`src/design/csc_pkg.sv`:
```
// Shared types and constants of the colour space converter.
// Used by csc_div and color_space_converter; no dependencies.
`default_nettype none

package csc_pkg;

	// space codes, register indexes
	localparam logic [2:0] SP_RGB    = 3'd0;
	localparam logic [2:0] SP_HSL    = 3'd1;
	localparam logic [2:0] SP_HSV    = 3'd2;
	localparam logic [2:0] SP_YCC601 = 3'd3;
	localparam logic [2:0] SP_YCC709 = 3'd4;
	localparam logic [2:0] SP_YCOCG  = 3'd5;
	localparam logic [2:0] SP_CMY    = 3'd6;

	localparam int          IDX_W   = 2;
	localparam logic [1:0]  REG_SRC = 2'd0;
	localparam logic [1:0]  REG_TGT = 2'd1;

	// Q16 luma weights
	localparam logic [15:0] Q601_YR = 16'd19595;
	localparam logic [15:0] Q601_YG = 16'd38470;
	localparam logic [15:0] Q601_YB = 16'd7471;
	localparam logic [15:0] Q709_YR = 16'd13933;
	localparam logic [15:0] Q709_YG = 16'd46871;
	localparam logic [15:0] Q709_YB = 16'd4732;
	// Q16 forward chroma scales
	localparam logic [16:0] Q601_ICB = 17'd36984;
	localparam logic [16:0] Q601_ICR = 17'd46745;
	localparam logic [16:0] Q709_ICB = 17'd35318;
	localparam logic [16:0] Q709_ICR = 17'd41615;
	// Q16 inverse coefficients (chroma carried doubled, so result is Q17)
	localparam logic [16:0] Q601_R_CR = 17'd91881;
	localparam logic [16:0] Q601_G_CB = 17'd22553;
	localparam logic [16:0] Q601_G_CR = 17'd46802;
	localparam logic [16:0] Q601_B_CB = 17'd116130;
	localparam logic [16:0] Q709_R_CR = 17'd103206;
	localparam logic [16:0] Q709_G_CB = 17'd12276;
	localparam logic [16:0] Q709_G_CR = 17'd30679;
	localparam logic [16:0] Q709_B_CB = 17'd121609;

	// x / 21675 as (x * HDEN_RECIP) >> HDEN_SH, exact for x < 2^23
	localparam longint      HDEN       = 21675;
	localparam int          HDEN_SH    = 38;
	localparam logic [23:0] HDEN_RECIP = 24'(((64'd1 << HDEN_SH) + HDEN - 1) / HDEN);

	// pipelined restoring divider
	localparam int DIV_QW = 9;   // quotient bits, one per stage
	localparam int DIV_NW = 20;  // numerator bits
	localparam int DIV_DW = 12;  // denominator bits

	localparam int NUM_STAGES = 9 + DIV_QW;

	typedef struct packed {
		logic [7:0] d0;
		logic [7:0] d1;
		logic [7:0] d2;
		logic       zero;   // grey pixel: hue and saturation forced to 0
		logic       last;
	} csc_pay_t;

endpackage

`default_nettype wire

```
`src/design/csc_div.sv`:
```
// Two-lane pipelined restoring divider, one quotient bit per stage.
// Depends on csc_pkg; stage enables come from the top level.
`default_nettype none

module csc_div (
	input  wire logic                              clk,
	input  wire logic [csc_pkg::DIV_QW-1:0]        en,
	input  wire logic [csc_pkg::DIV_NW-1:0]        num_a,
	input  wire logic [csc_pkg::DIV_DW-1:0]        den_a,
	input  wire logic [csc_pkg::DIV_NW-1:0]        num_b,
	input  wire logic [csc_pkg::DIV_DW-1:0]        den_b,
	input  wire csc_pkg::csc_pay_t                 pay_in,
	output      logic [csc_pkg::DIV_QW-1:0]        q_a,
	output      logic [csc_pkg::DIV_QW-1:0]        q_b,
	output      csc_pkg::csc_pay_t                 pay_out
);

	localparam int QW = csc_pkg::DIV_QW;
	localparam int NW = csc_pkg::DIV_NW;
	localparam int DW = csc_pkg::DIV_DW;
	localparam int TW = DW + QW;

	logic [NW-1:0]     rem_a_s [QW];
	logic [NW-1:0]     rem_b_s [QW];
	logic [DW-1:0]     den_a_s [QW];
	logic [DW-1:0]     den_b_s [QW];
	logic [QW-1:0]     quo_a_s [QW];
	logic [QW-1:0]     quo_b_s [QW];
	csc_pkg::csc_pay_t pay_s   [QW];

	for (genvar i = 0; i < QW; i++) begin : g_st
		localparam int SH = QW - 1 - i;
		logic [NW-1:0]     ra, rb;
		logic [DW-1:0]     da, db;
		logic [QW-1:0]     qa, qb, qa_n, qb_n;
		csc_pkg::csc_pay_t p;
		logic [TW-1:0]     ta, tb;
		logic              ga, gb;

		if (i == 0) begin : g_head
			assign ra = num_a;
			assign rb = num_b;
			assign da = den_a;
			assign db = den_b;
			assign qa = '0;
			assign qb = '0;
			assign p  = pay_in;
		end else begin : g_body
			assign ra = rem_a_s[i-1];
			assign rb = rem_b_s[i-1];
			assign da = den_a_s[i-1];
			assign db = den_b_s[i-1];
			assign qa = quo_a_s[i-1];
			assign qb = quo_b_s[i-1];
			assign p  = pay_s[i-1];
		end

		assign ta = TW'(da) << SH;
		assign tb = TW'(db) << SH;
		assign ga = TW'(ra) >= ta;
		assign gb = TW'(rb) >= tb;

		always_comb begin
			qa_n     = qa;
			qb_n     = qb;
			qa_n[SH] = ga;
			qb_n[SH] = gb;
		end

		always_ff @(posedge clk) begin
			if (en[i]) begin
				rem_a_s[i] <= ga ? NW'(TW'(ra) - ta) : ra;
				rem_b_s[i] <= gb ? NW'(TW'(rb) - tb) : rb;
				den_a_s[i] <= da;
				den_b_s[i] <= db;
				quo_a_s[i] <= qa_n;
				quo_b_s[i] <= qb_n;
				pay_s[i]   <= p;
			end
		end
	end

	assign q_a     = quo_a_s[QW-1];
	assign q_b     = quo_b_s[QW-1];
	assign pay_out = pay_s[QW-1];

endmodule

`default_nettype wire

```
`config.mk`:
```
export PLATFORM = sky130hd
export DESIGN_NAME = csc_div
export DESIGN_NICKNAME = d
export VERILOG_FILES = /design/src/design/csc_pkg.sv /design/src/design/csc_div.sv
export SDC_FILE = /design/constraint.sdc
export NUM_CORES = 1
export LEC_CHECK = 0
export ABC_CLOCK_PERIOD_IN_PS = 6600
export BUFFER_PORTS_ARGS = -buffer_cell sky130_fd_sc_hd__buf_2
export CELL_PAD_IN_SITES_DETAIL_PLACEMENT = 1
export CELL_PAD_IN_SITES_GLOBAL_PLACEMENT = 2
export CORE_AREA = 2 2 286 288
export CTS_CLUSTER_DIAMETER = 120
export DETAILED_ROUTE_END_ITERATION = 6
export DIE_AREA = 0 0 288 290
export GPL_ROUTABILITY_DRIVEN = 0
export GPL_TIMING_DRIVEN = 0
export PLACE_DENSITY_LB_ADDON = 0.1
export SLEW_MARGIN = 25
export SYNTH_ARGS = -nofsm -noshare
export SYNTH_HDL_FRONTEND = slang
export SYNTH_SLANG_ARGS = --single-unit
```
`constraint.sdc`:
```
create_clock -name clk -period 6.6 [get_ports clk]
set_input_delay 0.99 -clock clk [delete_from_list [all_inputs] [get_ports clk]]
set_output_delay 0.99 -clock clk [all_outputs]
set_load 0.05 [all_outputs]
```
==> results.tsv <==
stage	metric	value	unit
setup_path	crit_fanout	10	
sta	rsz0062_at_grt	no	
global_routing	grt_pass1_wl	124000	microns
cts	cts-resized-gates	0	
global_routing	antenna_found_initial	1	
routing	ant_nets	0	
setup_path	path_class	flip-flop to flip-flop	
synth	ys_seq_elements	836	
cts	cts_buffer_depth	3	
hold_path	hold_path_class	flip-flop to flip-flop	
floorplan	die_h	290	microns
setup_path	worstSetupStartpointType	flip-flop	
sta	skew	0.0204	ns
place	io_buffers	143	
place	place_hpwl	59300	microns
synth	ys_seq_area_frac	0.655	
sta	final-hold-violation-count	0	
synth	async_flop_share	0	
floorplan	die-area	83500	sq um
sta	fmax	276	MHz
synth	synth-edff-count	836	
synth	synth_area	38400	sq um
floorplan	dieWidth	288	microns
routing	num_vias	22300	
final_layout	drive_gt1_frac	0.117	
sta	fin_crit	3.62	ns
cts	numCtsBuffers	89	
setup_path	cp.required	6.92	ns
routing	post_drt_wl_per_cell	18.3	microns
sta	holdWs	0.412	ns
floorplan	ios	144	
cts	post-cts-setup-buffers	0	
final_layout	nets	3408	
pwr	power_leakage	16.7	nW
sta	slew_violations	0	
sta	setup_tns	0	ns
setup_path	crit_path_end_kind	flip-flop	
synth	synthesis.nets	3166	
final_layout	final_cell_mix	836 x edfxtp_1, 279 x inv_1, 216 x ha_1, 187 x nor2_1, 164 x a21oi_1	
synth	synth_cell_types	71	
sta	max_slew_margin	0.315	
synth	ys_dominant_reg_cell	edfxtp_1	
sta	tightest_slew	1.00	ns
routing	wirelength	77100	microns
global_routing	grt_pass1_vias	24000	
cts	htree_levels	3	
global_routing	grt-ovfl-total	0	
cts	cts_sinks	836	
routing	drc_errors	0	
run	maxCapViolations	0	
pwr	power.density	392	nW/um^2
cts	cts_tree	done	
routing	firstDrtPassIters	5	
synth	synthCells	2834	
cts	clkTransAtPathRegs	0.06	ns
floorplan	coreArea	80200	sq um
routing	drt_iter0_markers	1003	
pwr	ir_drop	0.184	mV
cts	cts_hold_buf	0	
outcome	status	complete, no violations	
setup_path	r2r_setup_slack	2.98	ns
synth	synthesis.area_per_instance	13.5	sq um
final_layout	final_common_cell	edfxtp_1	
cts	clock_latency	0.65	ns
final_layout	syn_to_final_growth	13.6	%
floorplan	start_util	0.479	
setup_path	cp.arrival	3.95	ns
sta	finalSetupViolations	0	
sta	fin_crit_sh	0.549	
synth	yosys_warnings	0	
floorplan	rows	104	
global_routing	grt_max_degree	84	
routing	routed_via_density	5.31	
cts	cts_root_buf	clkbuf_16	
global_routing	grt_use_total	0.185	
state kept, by name, indices dropped and copies added, names as in the netlist:
register  count
pay_s       234
rem_a_s     160
rem_b_s     160
den_a_s      96
den_b_s      96
quo_a_s      45
quo_b_s      45
final timing paths:
path / to / depth (start not counted) / from
setup / recovery: rem_b_s[0][74] / 8 / rem_b_s[0][53]
hold / removal: pay_s[0][134] / 0 / pay_s[0][108]
setup reg to reg: rem_b_s[0][74] / 8 / rem_b_s[0][53]
hold reg to reg: pay_s[0][134] / 0 / pay_s[0][108]
logic make-up after synthesis:
logic type      after synthesis  synth area share
compound gates              588            0.0968
xor+xnor                    169            0.0386
fa+ha+maj                   232            0.0788
buf+inv                     314            0.0309
flops                       836             0.655
mux                          65            0.0188
simple gates                630            0.0816
synth_stat cells, types with 7 or more instances:
library cell | count | share of area
o31ai_1 | 20 | 0.0039
a21boi_0 | 7 | 0.0014
nand4b_1 | 8 | 0.0018
or2_2 | 11 | 0.0018
nor3_1 | 50 | 0.0065
nand4_1 | 34 | 0.0055
nor4_1 | 31 | 0.0051
a31oi_1 | 20 | 0.0033
xnor2_1 | 97 | 0.022
a21o_1 | 61 | 0.012
mux2_2 | 57 | 0.017
a211oi_1 | 19 | 0.0037
o21ai_0 | 160 | 0.021
xor2_1 | 72 | 0.016
or3_1 | 13 | 0.0021
mux2i_1 | 8 | 0.0021
o31a_1 | 19 | 0.0043
ha_1 | 216 | 0.070
nand3_1 | 38 | 0.0050
inv_1 | 279 | 0.027
or4_1 | 12 | 0.0023
and3_1 | 9 | 0.0015
nor4b_1 | 8 | 0.0018
nand2_1 | 138 | 0.014
fa_1 | 16 | 0.0084
a21oi_1 | 164 | 0.021
clkbuf_1 | 28 | 0.0027
o21a_1 | 38 | 0.0074
o211ai_1 | 7 | 0.0014
nor2b_1 | 28 | 0.0046
edfxtp_1 | 836 | 0.65
nor2_1 | 187 | 0.018
nand2b_1 | 37 | 0.0060
o21bai_1 | 11 | 0.0022
layer usage:
metal,up-vias,global-route usage,share of wire
met5,-,0,0
met4,0,0.0719,0.031
met3,143,0.0237,0.029
met2,353,0.330,0.50
met1,10800,0.227,0.44
li1,11000,-,-
worst max-delay path, stage by stage (launching register included):
cell and delay [ns]:
edfxtp_1 0.40, ha_1 0.42, nand3_1 0.20, nor3_1 0.38
a21boi_0 0.49, a2111oi_0 0.19, o211ai_1 0.51, clkbuf_1 0.48
a41oi_1 0.23
layout make-up:
type	count	area (sq um)
diodes	1	2.50
fillers	7967	36600
flip-flops and latches	836	25100
clock buffers	98	2260
clock inverters	63	649
inverters	279	1050
plain buffers	35	139
repair buffers	151	985
multi-input cells	1684	12100
well taps	1060	1330
power by group:
group,switching [W],internal (W)
registers,0.000515,0.00708
clock network,0.00202,0.00284
logic,0.00261,0.00202
total,0.00514,0.0119
metrics by stage:
step	area, sq um	cells	total power [W]	util	worst slack (ns)
2_1_floorplan	38400	2834	0.0110	-	3.34
3_3_place_gp	40400	4037	0.0120	0.504	2.75
3_5_place_dp	40700	4045	0.0123	0.507	2.72
4_1_cts	43600	4206	0.0173	0.544	2.95
5_1_grt	43600	4206	0.0181	0.544	2.78
6_report	43600	4207	0.0171	0.544	2.98
(Power assumes the default switching activity.)
